$ cat src/dlks_pkg.sv
`default_nettype none
package dlks_pkg;

   // Request limits
   localparam int MAX_WORDS = 64;
   localparam int CNT_W     = $clog2(MAX_WORDS + 1);

   // Generator geometry and taps
   localparam int GEN_W     = 40;
   localparam int LO_W      = 32;
   localparam int TAP_X     = 17;
   localparam int TAP_Y     = 23;
   localparam int TAP_A     = 5;
   localparam int TAP_B     = 18;
   localparam int BYTES_PER_WORD = 4;

   // Seed constants
   localparam logic [7:0]  X_SEED_MARK      = 8'h60;
   localparam logic [38:0] SECOND_SEED_INIT = 39'h5C879B9B05;

   // Register map (8-byte stride)
   localparam int CSR_ADDR_W = 5;
   localparam int CSR_DATA_W = 64;
   localparam logic [1:0] REG_CARD_SEED   = 2'd0;
   localparam logic [1:0] REG_KEY_BYTE    = 2'd1;
   localparam logic [1:0] REG_SECOND_SEED = 2'd2;

   // Command queue
   localparam int CMD_DEPTH = 2;
   localparam int CMD_PTR_W = $clog2(CMD_DEPTH);
   localparam int CMD_CNT_W = $clog2(CMD_DEPTH + 1);

   typedef struct packed {
      logic [23:0] card_seed;
      logic [7:0]  key_byte;
      logic [38:0] second_seed;
   } cfg_type;

   typedef struct packed {
      logic             is_load;
      logic [CNT_W-1:0] count;
   } cmd_type;

   typedef struct packed {
      logic [GEN_W-1:0] x;
      logic [GEN_W-1:0] y;
   } gen_pair_type;

   typedef struct packed {
      gen_pair_type g;
      logic [31:0]  word;
   } word_step_type;

   typedef struct packed {
      logic [GEN_W-1:0] g;
      logic [7:0]       nb;
   } byte_step_type;

   function automatic logic [31:0] bit_rev32(input logic [31:0] v);
      logic [31:0] r;
      for (int i = 0; i < 32; i++) begin
         r[i] = v[31 - i];
      end
      return r;
   endfunction

   // Reverse both halves, then realign into the 40-bit register
   function automatic logic [GEN_W-1:0] seed_gen(input logic [31:0] a,
                                                 input logic [31:0] b);
      logic [31:0] ra;
      logic [31:0] rb;
      ra = bit_rev32(a);
      rb = bit_rev32(b);
      return {ra[31:24], ra[24:0], rb[31:25]};
   endfunction

   // One byte step of a generator with the given tap
   function automatic byte_step_type byte_step(input logic [GEN_W-1:0] g,
                                               input int tap);
      logic [LO_W-1:0] lo;
      logic [LO_W-1:0] mix;
      byte_step_type   r;
      lo   = g[LO_W-1:0];
      mix  = (lo >> TAP_A) ^ (lo >> tap) ^ (lo >> TAP_B);
      r.nb = mix[7:0] ^ g[GEN_W-1:LO_W];
      r.g  = {lo[30:23], lo[23:0], r.nb};
      return r;
   endfunction

   // Four byte steps of both generators, first byte lowest
   function automatic word_step_type word_step(input gen_pair_type g);
      word_step_type r;
      byte_step_type bx;
      byte_step_type by;
      r.g    = g;
      r.word = '0;
      for (int b = 0; b < BYTES_PER_WORD; b++) begin
         bx = byte_step(r.g.x, TAP_X);
         by = byte_step(r.g.y, TAP_Y);
         r.g.x = bx.g;
         r.g.y = by.g;
         r.word[8*b +: 8] = bx.nb ^ by.nb;
      end
      return r;
   endfunction

endpackage
`default_nettype wire

$ cat src/dlks_if.sv
`default_nettype none
interface dlks_req_if;
   logic                     valid;
   logic                     ready;
   logic                     action;
   logic [dlks_pkg::CNT_W-1:0] word_count;

   modport source (output valid, output action, output word_count, input ready);
   modport sink   (input valid, input action, input word_count, output ready);
endinterface

interface dlks_rsp_if;
   logic        valid;
   logic        ready;
   logic [31:0] key_word;
   logic        last_word;

   modport source (output valid, output key_word, output last_word, input ready);
   modport sink   (input valid, input key_word, input last_word, output ready);
endinterface
`default_nettype wire

$ cat src/dlks_csr.sv
`default_nettype none
module dlks_csr (
   input  wire logic                            clock,
   input  wire logic                            reset,
   input  wire logic                            csr_psel,
   input  wire logic                            csr_penable,
   input  wire logic                            csr_pwrite,
   input  wire logic [dlks_pkg::CSR_ADDR_W-1:0] csr_paddr,
   input  wire logic [dlks_pkg::CSR_DATA_W-1:0] csr_pwdata,
   output logic      [dlks_pkg::CSR_DATA_W-1:0] csr_prdata,
   output logic                                 csr_pready,
   output dlks_pkg::cfg_type                    cfg
);

   dlks_pkg::cfg_type cfg_ff;
   dlks_pkg::cfg_type cfg_in;
   logic              wr_en;
   logic [1:0]        reg_idx;

   assign csr_pready = 1'b1;
   assign wr_en      = csr_psel && csr_penable && csr_pwrite;
   assign reg_idx    = csr_paddr[4:3];
   assign cfg        = cfg_ff;

   // Decode a write transfer
   always_comb begin
      cfg_in = cfg_ff;
      if (wr_en) begin
         case (reg_idx)
            dlks_pkg::REG_CARD_SEED:   cfg_in.card_seed   = csr_pwdata[23:0];
            dlks_pkg::REG_KEY_BYTE:    cfg_in.key_byte    = csr_pwdata[7:0];
            dlks_pkg::REG_SECOND_SEED: cfg_in.second_seed = csr_pwdata[38:0];
            default:                   cfg_in = cfg_ff;
         endcase
      end
   end

   // Read back
   always_comb begin
      case (reg_idx)
         dlks_pkg::REG_CARD_SEED:   csr_prdata = {40'd0, cfg_ff.card_seed};
         dlks_pkg::REG_KEY_BYTE:    csr_prdata = {56'd0, cfg_ff.key_byte};
         dlks_pkg::REG_SECOND_SEED: csr_prdata = {25'd0, cfg_ff.second_seed};
         default:                   csr_prdata = '0;
      endcase
   end

   always_ff @(posedge clock) begin
      if (reset) begin
         cfg_ff.card_seed   <= '0;
         cfg_ff.key_byte    <= '0;
         cfg_ff.second_seed <= dlks_pkg::SECOND_SEED_INIT;
      end else begin
         cfg_ff <= cfg_in;
      end
   end

endmodule
`default_nettype wire

$ cat src/dlks_front.sv
`default_nettype none
module dlks_front (
   dlks_req_if.sink          req,
   input  wire logic         q_full,
   output logic              q_push,
   output dlks_pkg::cmd_type q_cmd
);

   logic xfer;

   assign req.ready = !q_full;
   assign xfer      = req.valid && !q_full;

   // Classify: saturate the count, drop empty generate requests
   always_comb begin
      q_cmd.is_load = !req.action;
      if (req.word_count > dlks_pkg::CNT_W'(dlks_pkg::MAX_WORDS)) begin
         q_cmd.count = dlks_pkg::CNT_W'(dlks_pkg::MAX_WORDS);
      end else begin
         q_cmd.count = req.word_count;
      end
      q_push = xfer && (!req.action || (req.word_count != '0));
   end

endmodule
`default_nettype wire

$ cat src/dlks_cmd_fifo.sv
`default_nettype none
module dlks_cmd_fifo (
   input  wire logic              clock,
   input  wire logic              reset,
   input  wire logic              push,
   input  wire dlks_pkg::cmd_type push_cmd,
   input  wire logic              pop,
   output logic                   full,
   output logic                   empty,
   output dlks_pkg::cmd_type      head_cmd
);

   dlks_pkg::cmd_type                slot_ff [dlks_pkg::CMD_DEPTH];
   logic [dlks_pkg::CMD_PTR_W-1:0]   wr_ptr_ff;
   logic [dlks_pkg::CMD_PTR_W-1:0]   wr_ptr_in;
   logic [dlks_pkg::CMD_PTR_W-1:0]   rd_ptr_ff;
   logic [dlks_pkg::CMD_PTR_W-1:0]   rd_ptr_in;
   logic [dlks_pkg::CMD_CNT_W-1:0]   count_ff;
   logic [dlks_pkg::CMD_CNT_W-1:0]   count_in;
   logic                             do_push;
   logic                             do_pop;

   assign full     = (count_ff == dlks_pkg::CMD_CNT_W'(dlks_pkg::CMD_DEPTH));
   assign empty    = (count_ff == '0);
   assign head_cmd = slot_ff[rd_ptr_ff];
   assign do_push  = push && !full;
   assign do_pop   = pop && !empty;

   // Advance pointers and occupancy
   always_comb begin
      wr_ptr_in = do_push ? wr_ptr_ff + 1'b1 : wr_ptr_ff;
      rd_ptr_in = do_pop ? rd_ptr_ff + 1'b1 : rd_ptr_ff;
      count_in  = count_ff;
      if (do_push && !do_pop) begin
         count_in = count_ff + 1'b1;
      end else if (do_pop && !do_push) begin
         count_in = count_ff - 1'b1;
      end
   end

   always_ff @(posedge clock) begin
      if (reset) begin
         wr_ptr_ff <= '0;
         rd_ptr_ff <= '0;
         count_ff  <= '0;
      end else begin
         wr_ptr_ff <= wr_ptr_in;
         rd_ptr_ff <= rd_ptr_in;
         count_ff  <= count_in;
      end
   end

   // Store the pushed command
   always_ff @(posedge clock) begin
      if (do_push) begin
         slot_ff[wr_ptr_ff] <= push_cmd;
      end
   end

endmodule
`default_nettype wire

$ cat src/dlks_back.sv
`default_nettype none
module dlks_back (
   input  wire logic              clock,
   input  wire logic              reset,
   input  wire dlks_pkg::cfg_type cfg,
   input  wire logic              q_empty,
   input  wire dlks_pkg::cmd_type q_cmd,
   output logic                   q_pop,
   dlks_rsp_if.source             rsp
);

   typedef enum logic {ST_IDLE, ST_RUN} state_type;

   state_type                    state_ff;
   state_type                    state_in;
   dlks_pkg::gen_pair_type       gen_ff;
   dlks_pkg::gen_pair_type       gen_in;
   logic [dlks_pkg::CNT_W-1:0]   words_left_ff;
   logic [dlks_pkg::CNT_W-1:0]   words_left_in;
   logic                         valid_ff;
   logic                         valid_in;
   logic [31:0]                  key_word_ff;
   logic [31:0]                  key_word_in;
   logic                         last_word_ff;
   logic                         last_word_in;
   logic                         fire;
   logic [31:0]                  x_seed_a;
   logic [31:0]                  x_seed_b;
   dlks_pkg::word_step_type      ws;

   assign rsp.valid     = valid_ff;
   assign rsp.key_word  = key_word_ff;
   assign rsp.last_word = last_word_ff;

   assign q_pop = (state_ff == ST_IDLE) && !q_empty;
   assign fire  = (state_ff == ST_RUN) && (!valid_ff || rsp.ready);

   // Seed words of generator X: card seed from bit 15 up, overlapping the mark byte
   assign x_seed_a = {cfg.card_seed[16:0], 15'd0} |
                     {16'd0, dlks_pkg::X_SEED_MARK, cfg.key_byte};
   assign x_seed_b = {25'd0, cfg.card_seed[23:17]};

   assign ws = dlks_pkg::word_step(gen_ff);

   // Take a command, or produce one word per free output slot
   always_comb begin
      state_in      = state_ff;
      gen_in        = gen_ff;
      words_left_in = words_left_ff;
      valid_in      = valid_ff;
      key_word_in   = key_word_ff;
      last_word_in  = last_word_ff;

      if (rsp.ready) begin
         valid_in = 1'b0;
      end

      if (q_pop) begin
         if (q_cmd.is_load) begin
            gen_in.x = dlks_pkg::seed_gen(x_seed_a, x_seed_b);
            gen_in.y = dlks_pkg::seed_gen(cfg.second_seed[31:0],
                                          {25'd0, cfg.second_seed[38:32]});
         end else begin
            words_left_in = q_cmd.count;
            state_in      = ST_RUN;
         end
      end

      if (fire) begin
         gen_in        = ws.g;
         valid_in      = 1'b1;
         key_word_in   = ws.word;
         last_word_in  = (words_left_ff == dlks_pkg::CNT_W'(1));
         words_left_in = words_left_ff - 1'b1;
         if (words_left_ff == dlks_pkg::CNT_W'(1)) begin
            state_in = ST_IDLE;
         end
      end
   end

   always_ff @(posedge clock) begin
      if (reset) begin
         state_ff      <= ST_IDLE;
         gen_ff        <= '0;
         words_left_ff <= '0;
         valid_ff      <= 1'b0;
      end else begin
         state_ff      <= state_in;
         gen_ff        <= gen_in;
         words_left_ff <= words_left_in;
         valid_ff      <= valid_in;
      end
      key_word_ff  <= key_word_in;
      last_word_ff <= last_word_in;
   end

   // A running request always has words to go
   a_run_nonzero: assert property (@(posedge clock) disable iff (reset)
      (state_ff == ST_RUN) |-> (words_left_ff != '0))
      else $error("running with no words left");

   // The final word returns the sequencer to idle
   a_last_to_idle: assert property (@(posedge clock) disable iff (reset)
      (fire && (words_left_ff == dlks_pkg::CNT_W'(1))) |=>
         ((state_ff == ST_IDLE) && valid_ff && last_word_ff))
      else $error("final word did not end the request");

   // Remaining count never exceeds the request limit
   a_count_limit: assert property (@(posedge clock) disable iff (reset)
      words_left_ff <= dlks_pkg::CNT_W'(dlks_pkg::MAX_WORDS))
      else $error("word count above limit");

   // No new command is taken while a request runs
   a_no_pop_running: assert property (@(posedge clock) disable iff (reset)
      (state_ff == ST_RUN) |-> !q_pop)
      else $error("command taken during a request");

endmodule
`default_nettype wire

$ cat src/dual_lfsr_keystream_generator_core.sv
`default_nettype none
// Dual shift-register keystream generator. A request with action 0 reseeds
// generators X and Y from the card_seed, key_byte and second_seed registers
// and returns nothing; a request with action 1 returns word_count keystream
// words (saturated at 64, none for a count of zero), one word per transfer,
// first byte in bits 7:0, last_word set on the final one. Requests pass
// through a two-entry command queue, so up to two may be taken while the
// generators are busy. Once a generate request reaches the word engine it
// produces one word per cycle while the output is not stalled (four byte
// steps of both generators per word, done combinationally). The engine
// takes a command only while idle: a load reseeds as it is taken, and a
// generate request then runs until its last word. A request enters the
// queue at its transfer. Write the registers only while the block is idle.
module dual_lfsr_keystream_generator_core (
   input  wire logic                            clock,
   input  wire logic                            reset,
   input  wire logic                            csr_psel,
   input  wire logic                            csr_penable,
   input  wire logic                            csr_pwrite,
   input  wire logic [dlks_pkg::CSR_ADDR_W-1:0] csr_paddr,
   input  wire logic [dlks_pkg::CSR_DATA_W-1:0] csr_pwdata,
   output logic      [dlks_pkg::CSR_DATA_W-1:0] csr_prdata,
   output logic                                 csr_pready,
   dlks_req_if.sink                             req_if,
   dlks_rsp_if.source                           rsp_if
);

   dlks_pkg::cfg_type cfg;
   dlks_pkg::cmd_type push_cmd;
   dlks_pkg::cmd_type head_cmd;
   logic              q_push;
   logic              q_pop;
   logic              q_full;
   logic              q_empty;

   dlks_csr u_csr (
      .clock       (clock),
      .reset       (reset),
      .csr_psel    (csr_psel),
      .csr_penable (csr_penable),
      .csr_pwrite  (csr_pwrite),
      .csr_paddr   (csr_paddr),
      .csr_pwdata  (csr_pwdata),
      .csr_prdata  (csr_prdata),
      .csr_pready  (csr_pready),
      .cfg         (cfg)
   );

   dlks_front u_front (
      .req    (req_if),
      .q_full (q_full),
      .q_push (q_push),
      .q_cmd  (push_cmd)
   );

   dlks_cmd_fifo u_cmd_fifo (
      .clock    (clock),
      .reset    (reset),
      .push     (q_push),
      .push_cmd (push_cmd),
      .pop      (q_pop),
      .full     (q_full),
      .empty    (q_empty),
      .head_cmd (head_cmd)
   );

   dlks_back u_back (
      .clock   (clock),
      .reset   (reset),
      .cfg     (cfg),
      .q_empty (q_empty),
      .q_cmd   (head_cmd),
      .q_pop   (q_pop),
      .rsp     (rsp_if)
   );

endmodule
`default_nettype wire

$ cat src/flat_wrapper.sv
// flat-port wrapper written by rule: the top's interface ports become plain ports
module dual_lfsr_keystream_generator_core_flat 
  (clock, reset, csr_psel, csr_penable, csr_pwrite, csr_paddr, csr_pwdata, csr_prdata, csr_pready, req_if_valid, req_if_action, req_if_word_count, req_if_ready, rsp_if_valid, rsp_if_key_word, rsp_if_last_word, rsp_if_ready);
  dlks_req_if req_if_i ();
  dlks_rsp_if rsp_if_i ();
  input  wire logic clock;
  input  wire logic reset;
  input  wire logic csr_psel;
  input  wire logic csr_penable;
  input  wire logic csr_pwrite;
  input  wire logic [dlks_pkg::CSR_ADDR_W-1:0] csr_paddr;
  input  wire logic [dlks_pkg::CSR_DATA_W-1:0] csr_pwdata;
  output logic      [dlks_pkg::CSR_DATA_W-1:0] csr_prdata;
  output logic csr_pready;
  input wire logic [$bits(req_if_i.valid)-1:0] req_if_valid;
  input wire logic [$bits(req_if_i.action)-1:0] req_if_action;
  input wire logic [$bits(req_if_i.word_count)-1:0] req_if_word_count;
  output wire logic [$bits(req_if_i.ready)-1:0] req_if_ready;
  output wire logic [$bits(rsp_if_i.valid)-1:0] rsp_if_valid;
  output wire logic [$bits(rsp_if_i.key_word)-1:0] rsp_if_key_word;
  output wire logic [$bits(rsp_if_i.last_word)-1:0] rsp_if_last_word;
  input wire logic [$bits(rsp_if_i.ready)-1:0] rsp_if_ready;
  assign req_if_i.valid = req_if_valid;
  assign req_if_i.action = req_if_action;
  assign req_if_i.word_count = req_if_word_count;
  assign req_if_ready = req_if_i.ready;
  assign rsp_if_valid = rsp_if_i.valid;
  assign rsp_if_key_word = rsp_if_i.key_word;
  assign rsp_if_last_word = rsp_if_i.last_word;
  assign rsp_if_i.ready = rsp_if_ready;
  dual_lfsr_keystream_generator_core u_core (.clock(clock), .reset(reset), .csr_psel(csr_psel), .csr_penable(csr_penable), .csr_pwrite(csr_pwrite), .csr_paddr(csr_paddr), .csr_pwdata(csr_pwdata), .csr_prdata(csr_prdata), .csr_pready(csr_pready), .req_if(req_if_i), .rsp_if(rsp_if_i));
endmodule
$ cat config.mk
export PLATFORM = sky130hd
export DESIGN_NAME = dual_lfsr_keystream_generator_core_flat
export DESIGN_NICKNAME = d
export VERILOG_FILES = /design/src/dlks_pkg.sv /design/src/dlks_if.sv /design/src/dlks_csr.sv /design/src/dlks_front.sv /design/src/dlks_cmd_fifo.sv /design/src/dlks_back.sv /design/src/dual_lfsr_keystream_generator_core.sv /design/src/flat_wrapper.sv
export SDC_FILE = /design/constraint.sdc
export NUM_CORES = 1
export LEC_CHECK = 0
export BUFFER_PORTS_ARGS = -buffer_cell sky130_fd_sc_hd__buf_2
export CORE_ASPECT_RATIO = 0.9
export CORE_MARGIN = 5
export CORE_UTILIZATION = 51
export DETAILED_ROUTE_END_ITERATION = 8
export PLACE_DENSITY_LB_ADDON = 0.1
export REMOVE_ABC_BUFFERS = 1
export SYNTH_ARGS = -nofsm -noshare
export SYNTH_HDL_FRONTEND = slang
export SYNTH_SLANG_ARGS = --single-unit
$ cat constraint.sdc
create_clock -name clock -period 2.15 [get_ports clock]
set_input_delay 0.43 -clock clock [delete_from_list [all_inputs] [get_ports clock]]
set_output_delay 0.43 -clock clock [all_outputs]
set_load 0.1 [all_outputs]
# Yosys cells after proc, flatten, opt, wreduce, memory -nomap -nowiden

Memory sizes are Yosys's and may differ from the RTL's. A register that Yosys moved wholly into a read port is not among the register bits.
Cells that the tools add are included.

Memory bits (writable): 16
Output and inout bits: 100
Latch bits: 0
Word-level logic and storage cells: 105
ROM bits: 0
Bits in registers: 197
Memories kept: 1

Memories:

| memory                    | words | bits a word | rd ports | clocked after memory_dff | write ports | line                | text |
|---|---|---|---|---|---|---|---|
| u_core.u_cmd_fifo.slot_ff | 2     | 8           | 1        | 1                        | 1           | dlks_cmd_fifo.sv:13 | `dlks_pkg::cmd_type slot_ff [dlks_pkg::CMD_DEPTH];` |

Order comparisons: 1
Equality and inequality tests: 5
Reduce and logical (&&, ||, !) cells: 30
Mux-type cells: 20
Divide/modulo/power cells: 0
Bitwise logic cells: 30
Shifts and indexed selects: 0
$mul: 0
$add $sub $neg: 5

Operator list:

| cell                                                | count |
|---|---|
| 2-to-1 mux 80 bit                                   | 3 |
| bitwise XOR 8 bit                                   | 28 |
| case mux 39 bit (3 select lines)                    | 1 |
| bitwise OR 32 x 15 -> 32 bit                        | 1 |
| 2-to-1 mux 7 bit                                    | 4 |
| logical AND 1 bit                                   | 10 |
| 2-to-1 mux 1 bit                                    | 10 |
| AND reduction 2 bit                                 | 5 |
| nonzero test 2 bit                                  | 4 |
| equality test 7 x 1 -> 1 bit, second input constant | 1 |
| > comparator 7 bit, second input constant           | 1 |
| nonzero test 7 bit                                  | 1 |
| subtractor 7 x 1 -> 7 bit, second input constant    | 1 |
| logical NOT 1 bit                                   | 6 |
| equality test 2 bit, second input constant          | 2 |
| logical NOT 2 bit                                   | 2 |
| 2-to-1 mux 2 bit                                    | 2 |
| adder 1 bit, second input constant                  | 2 |
| adder 2 x 1 -> 2 bit, second input constant         | 1 |
| equality test 2 x 1 -> 1 bit, second input constant | 1 |
| logical OR 1 bit                                    | 2 |
| inequality test 2 bit, second input constant        | 1 |
| subtractor 2 x 1 -> 2 bit, second input constant    | 1 |
| NOT 1 bit                                           | 1 |

# Depth between registers and ports, before layout

Depth in word-level cells: 13
Mapped depth: 7
Gate-level depth less buffers: 6

# Hierarchy

Synthesis repeated with hierarchy kept, for this count alone.

Cells, all modules: 1051
Area total of the unflattened synthesis: 10502.6 µm²

Modules (own cells, without submodules):

| module        | area each (µm²) | times used | seq. area each (µm²) | cells each |
|---|---|---|---|---|
| dlks_back     | 5928.2          | 1          | 2732.6               | 590 |
| dlks_csr      | 3684.8          | 1          | 1421.4               | 398 |
| dlks_cmd_fifo | 793.3           | 1          | 580.6                | 50 |
| dlks_front    | 96.3            | 1          | 0.0                  | 13 |

# Worst setup path after synthesis

Ideal clock, no wire load.

Path kind: input-to-output
From: input csr_paddr[4] (netlist name)
To: output csr_prdata[1] (netlist name)
Stages: 4
Path slack: -1.391 ns
Arrival time: 3.111 ns
Cell sequence: buf_2 -> buf_2 -> mux2i_1 -> o21ai_0

Word-level cells in the longest chain between the ends: 2

RTL lines:

| element                                           | line               | text |
|---|---|---|
| from (decl)                                       | flat_wrapper.sv:11 | `input wire logic [dlks_pkg::CSR_ADDR_W-1:0] csr_paddr;` |
| equality test 2 bit, or another cell as far along | dlks_csr.sv:40     | `case (reg_idx)` |
| case mux 39 bit (3 select lines) (*)              | dlks_csr.sv:40     |  |
| to (decl)                                         | flat_wrapper.sv:13 | `output logic [dlks_pkg::CSR_DATA_W-1:0] csr_prdata;` |

Mark *: on every way between the ends. The rest lies on a longest branch, timed or not.

# Worst setup path in the final report

From: register u_core.u_csr.cfg_ff, in the netlist u_core.u_csr.cfg[7]
To: output csr_prdata[7] (netlist name)

Word-level cells in the longest chain between the ends: 1

RTL lines:

| element                          | line           | text |
|---|---|---|
| from (decl)                      | dlks_csr.sv:15 | `dlks_pkg::cfg_type cfg_ff;` |
| from (signal assigned)           | dlks_csr.sv:54 | `cfg_ff <= cfg_in;` |
| case mux 39 bit (3 select lines) | dlks_csr.sv:40 |  |

No other way between the ends.

==> results.yml <==
run_status:
  status: "completed"
detailed_routing:
  postRouteWirelength_um: 27370
  first_iter_violations: 789
  post_route_ant_nets: 0
  routed_via_density: 5.479
  drc: 0
  vias: 8038
  avgRoutedWirePerCell_um: 18.66
  detailedRoute.firstPassIterationCount: 5
sta:
  max_slew.worst_pin.slew_ns: 0.7461
  grt_setup_unrepaired: "false"
  relSlewSlack: 0.5016
  slew_violations: 0
  count_of_final_hold_check_violations: 0
  finalSetupViolCount: 0
  timing.clock.skew_ns: 0.01108
  fin_ws_ns: 0.09312
  period_minus_slack_ns: 2.057
  clock.fmax_mhz: 486.2
  final_min_period_over_clock_period: 0.9567
clock_tree:
  insertion_delay_ns: 0.50
  clk_transition_reported_paths_ns: 0.06
  cts_repair_resize_count: 0
  post_cts_buffers: 0
  cts_inserted_buffers: 23
  cts.htree.levels: 1
  cts_hold_buf: 0
  cts.sinks: 212
  cts_tree: "built"
  cts.path.max_buffers: 3
  clock-root-buffer: "clkbuf_16"
pwr:
  irDropWorstVdd_v: 0.0008625
  power-per-cell-area_mw_per_mm2: 1486
  p_leak_nw: 4.686
worst_setup_path:
  cp.arrival_ns: 1.63
  critical_path_peak_fanout: 3
  worstReg2RegStart: "u_core.u_cmd_fifo.count_ff[0]"
  worst_path_max_delay_cell: "dfxtp_1"
  worstRegToRegCells: 4
  path_cells: "mux2i_1, o21ai_0, buf_12"
  path_delay_family: "flip-flops"
  regToRegSetupSlack_ns: 0.32
  timing.setup.critical_path_class: "flip-flop to output pin"
  critical_path.max_stage_delay_ns: 0.41
  worstReg2RegEnd: "u_core.u_cmd_fifo.slot_ff[0][5]"
  cp.required_ns: 1.72
  worst_setup_path_start_kind: "flip-flop"
  worst-path-buf-inv: 1
  timing.critical_path.to_type: "output pin"
floorplanning:
  die_y_um: 143.1
  start_util: 0.5205
  fp-row-count: 48
  die_w_um: 157.9
  die_area_mm2: 0.02258
  core_region_area_mm2: 0.01928
  ioPinCount: 184
logic_synthesis:
  post_synth.cell_area_avg_um2: 9.378
  synth_edf_count: 49
  top_cells_by_area_in_the_synthesized_netlist: "dfxtp_1, edfxtp_1, xnor2_1, nand2_1, a21oi_1"
  synthCells: 1070
  synth_async_sr_flop_share: 0
  area_share_of_the_largest_cell_type_after_synthesis: 0.3252
  postSynth.topFlopCell: "dfxtp_1"
  synth.yosys.seq_area_share: 0.4718
  yosysTopAreaCell: "dfxtp_1"
  synth_warnings: 0
  netlist_area_mm2: 0.01003
  yosys_register_bits: 212
  library_cells_used_by_synthesis: 53
placement:
  hpwlAfterDp_um: 19690
  placement.setup.worst_slack_ns: -0.2085
  dp_cells: 1426
  post_dp_cell_area_mm2: 0.01158
  io_buffer_count: 129
  gp_congestion: 0.8755
final_layout:
  areaGrowthSynthToFinish_pct: 22.92
  final_layout_net_count: 1288
  post_route_cells_drive_above_1_share: 0.2005
  antenna_cells_inserted: 0
  fin_cells: 1467
  layout_common_cells: "nand2_1, dfxtp_1, xnor2_1"
  finish.instance_area_mm2: 0.01233
  mostFrequentLayoutCell: "nand2_1"
worst_hold_path:
  min_delay_worst_endpoint: "u_core.u_csr.cfg[26]"
  min_delay_path_depth: 3
  hold_class: "primary input to flip-flop"
  worst_hold_startpoint: "csr_pwdata[26]"
grt:
  grt_pass1_wl_um: 42850
  grt_util_all_layers: 0.2391
  grt_overflow: 0
  grt_antenna_before_repair: 0
  grt_pass1_vias: 7683
  grt_max_degree: 73
job:
  cap_viol_max_count: 0
-- layer usage --
layer,vias up,GRT usage,share of wire,routed length (um)
li1,3855,-,-,-
met1,3810,0.3626,0.47,12730
met2,334,0.3571,0.43,11880
met3,39,0.04030,0.082,2239
met4,0,0.05523,0.019,517
met5,-,0,0,0
-- cell families (layout without fill, tap and decap cells) --
kind of cell	count (synthesis)	in the layout	synth area share
DFF	212	212	0.4718
buffers and inverters	103	226	0.05636
and+or+nand+nor	345	345	0.1618
other	2	26	0.0007484
adders and majority gates	3	3	0.003741
xor gates and xnor gates	158	158	0.1379
muxes	41	41	0.04177
AOI/OAI and AO/OA	206	206	0.1258
-- tightest hold or removal path, stage by stage --
cell	delay (ns)
buf_2	0.07
nand2_1	0.04
nand3b_1	0.06
-- per-stage QoR --
step	hold slack, ns	TNS (ns)	total power (W)	util
after global placement	0.4556	-0.3760	0.01434	0.6005
after floorplan	0.4375	-181.19	0.01220	-
after CTS	0.1255	0	0.01838	0.6398
after detailed placement	0.4616	-0.5334	0.01440	0.6005
after global routing	0.1382	0	0.01916	0.6398
final	0.1398	0	0.01833	0.6398
-- area by class of cell --
type	instances	area, um^2
fillers	1638	6944
multi-input cells	779	4835
flip-flops and latches	212	4735
repair buffers	179	1672
clock buffers	33	673.1
well taps	250	312.8
clock inverters	8	85.08
inverters	6	22.52
-- where the power goes --
group          switching [W]  internal [W]  total [W]
Clock                0.00156       0.00240    0.00396
Sequential          0.000653       0.00523    0.00588
Combinational        0.00576       0.00273    0.00848
-- registers in the layout, summed over array words and instances (netlist names), named ones only --
signal,cells
u_core.u_cmd_fifo.wr_ptr_ff,1
u_core.u_cmd_fifo.count_ff,2
u_core.u_back.words_left_ff,7
u_core.u_back.state_ff,1
u_core.u_cmd_fifo.slot_ff,16
u_core.u_cmd_fifo.rd_ptr_ff,1
u_core.u_back.gen_ff,78
u_core.u_back.rsp.last_word,1
u_core.u_back.rsp.valid,1
u_core.u_csr.cfg,71
u_core.u_back.rsp.key_word,32
-- synth_stat cells, drive strengths merged (16+ instances only) --
library cell / number
a21oi: 111
a22oi: 64
and2: 16
buf: 56
clkbuf: 41
dfxtp: 163
edfxtp: 49
mux2i: 37
nand2: 178
nand3b: 21
nor2: 50
or2: 20
xnor2: 117
xor2: 41
-- how the worst max path moves through the flow --
stage                                 start                              to  cells after the start
CTS                    u_core.u_csr.cfg[51]                   csr_prdata[4]                      3
detailed placement     req_if_word_count[5]   u_core.u_cmd_fifo.count_ff[1]                      6
global route                   csr_paddr[4]                   csr_prdata[2]                      6
finish                  u_core.u_csr.cfg[7]                   csr_prdata[7]                      3
floorplan           u_core.u_back.rsp.valid  u_core.u_back.words_left_ff[4]                      5
global placement       req_if_word_count[5]   u_core.u_cmd_fifo.count_ff[1]                      6
(Power assumes the default switching activity.)
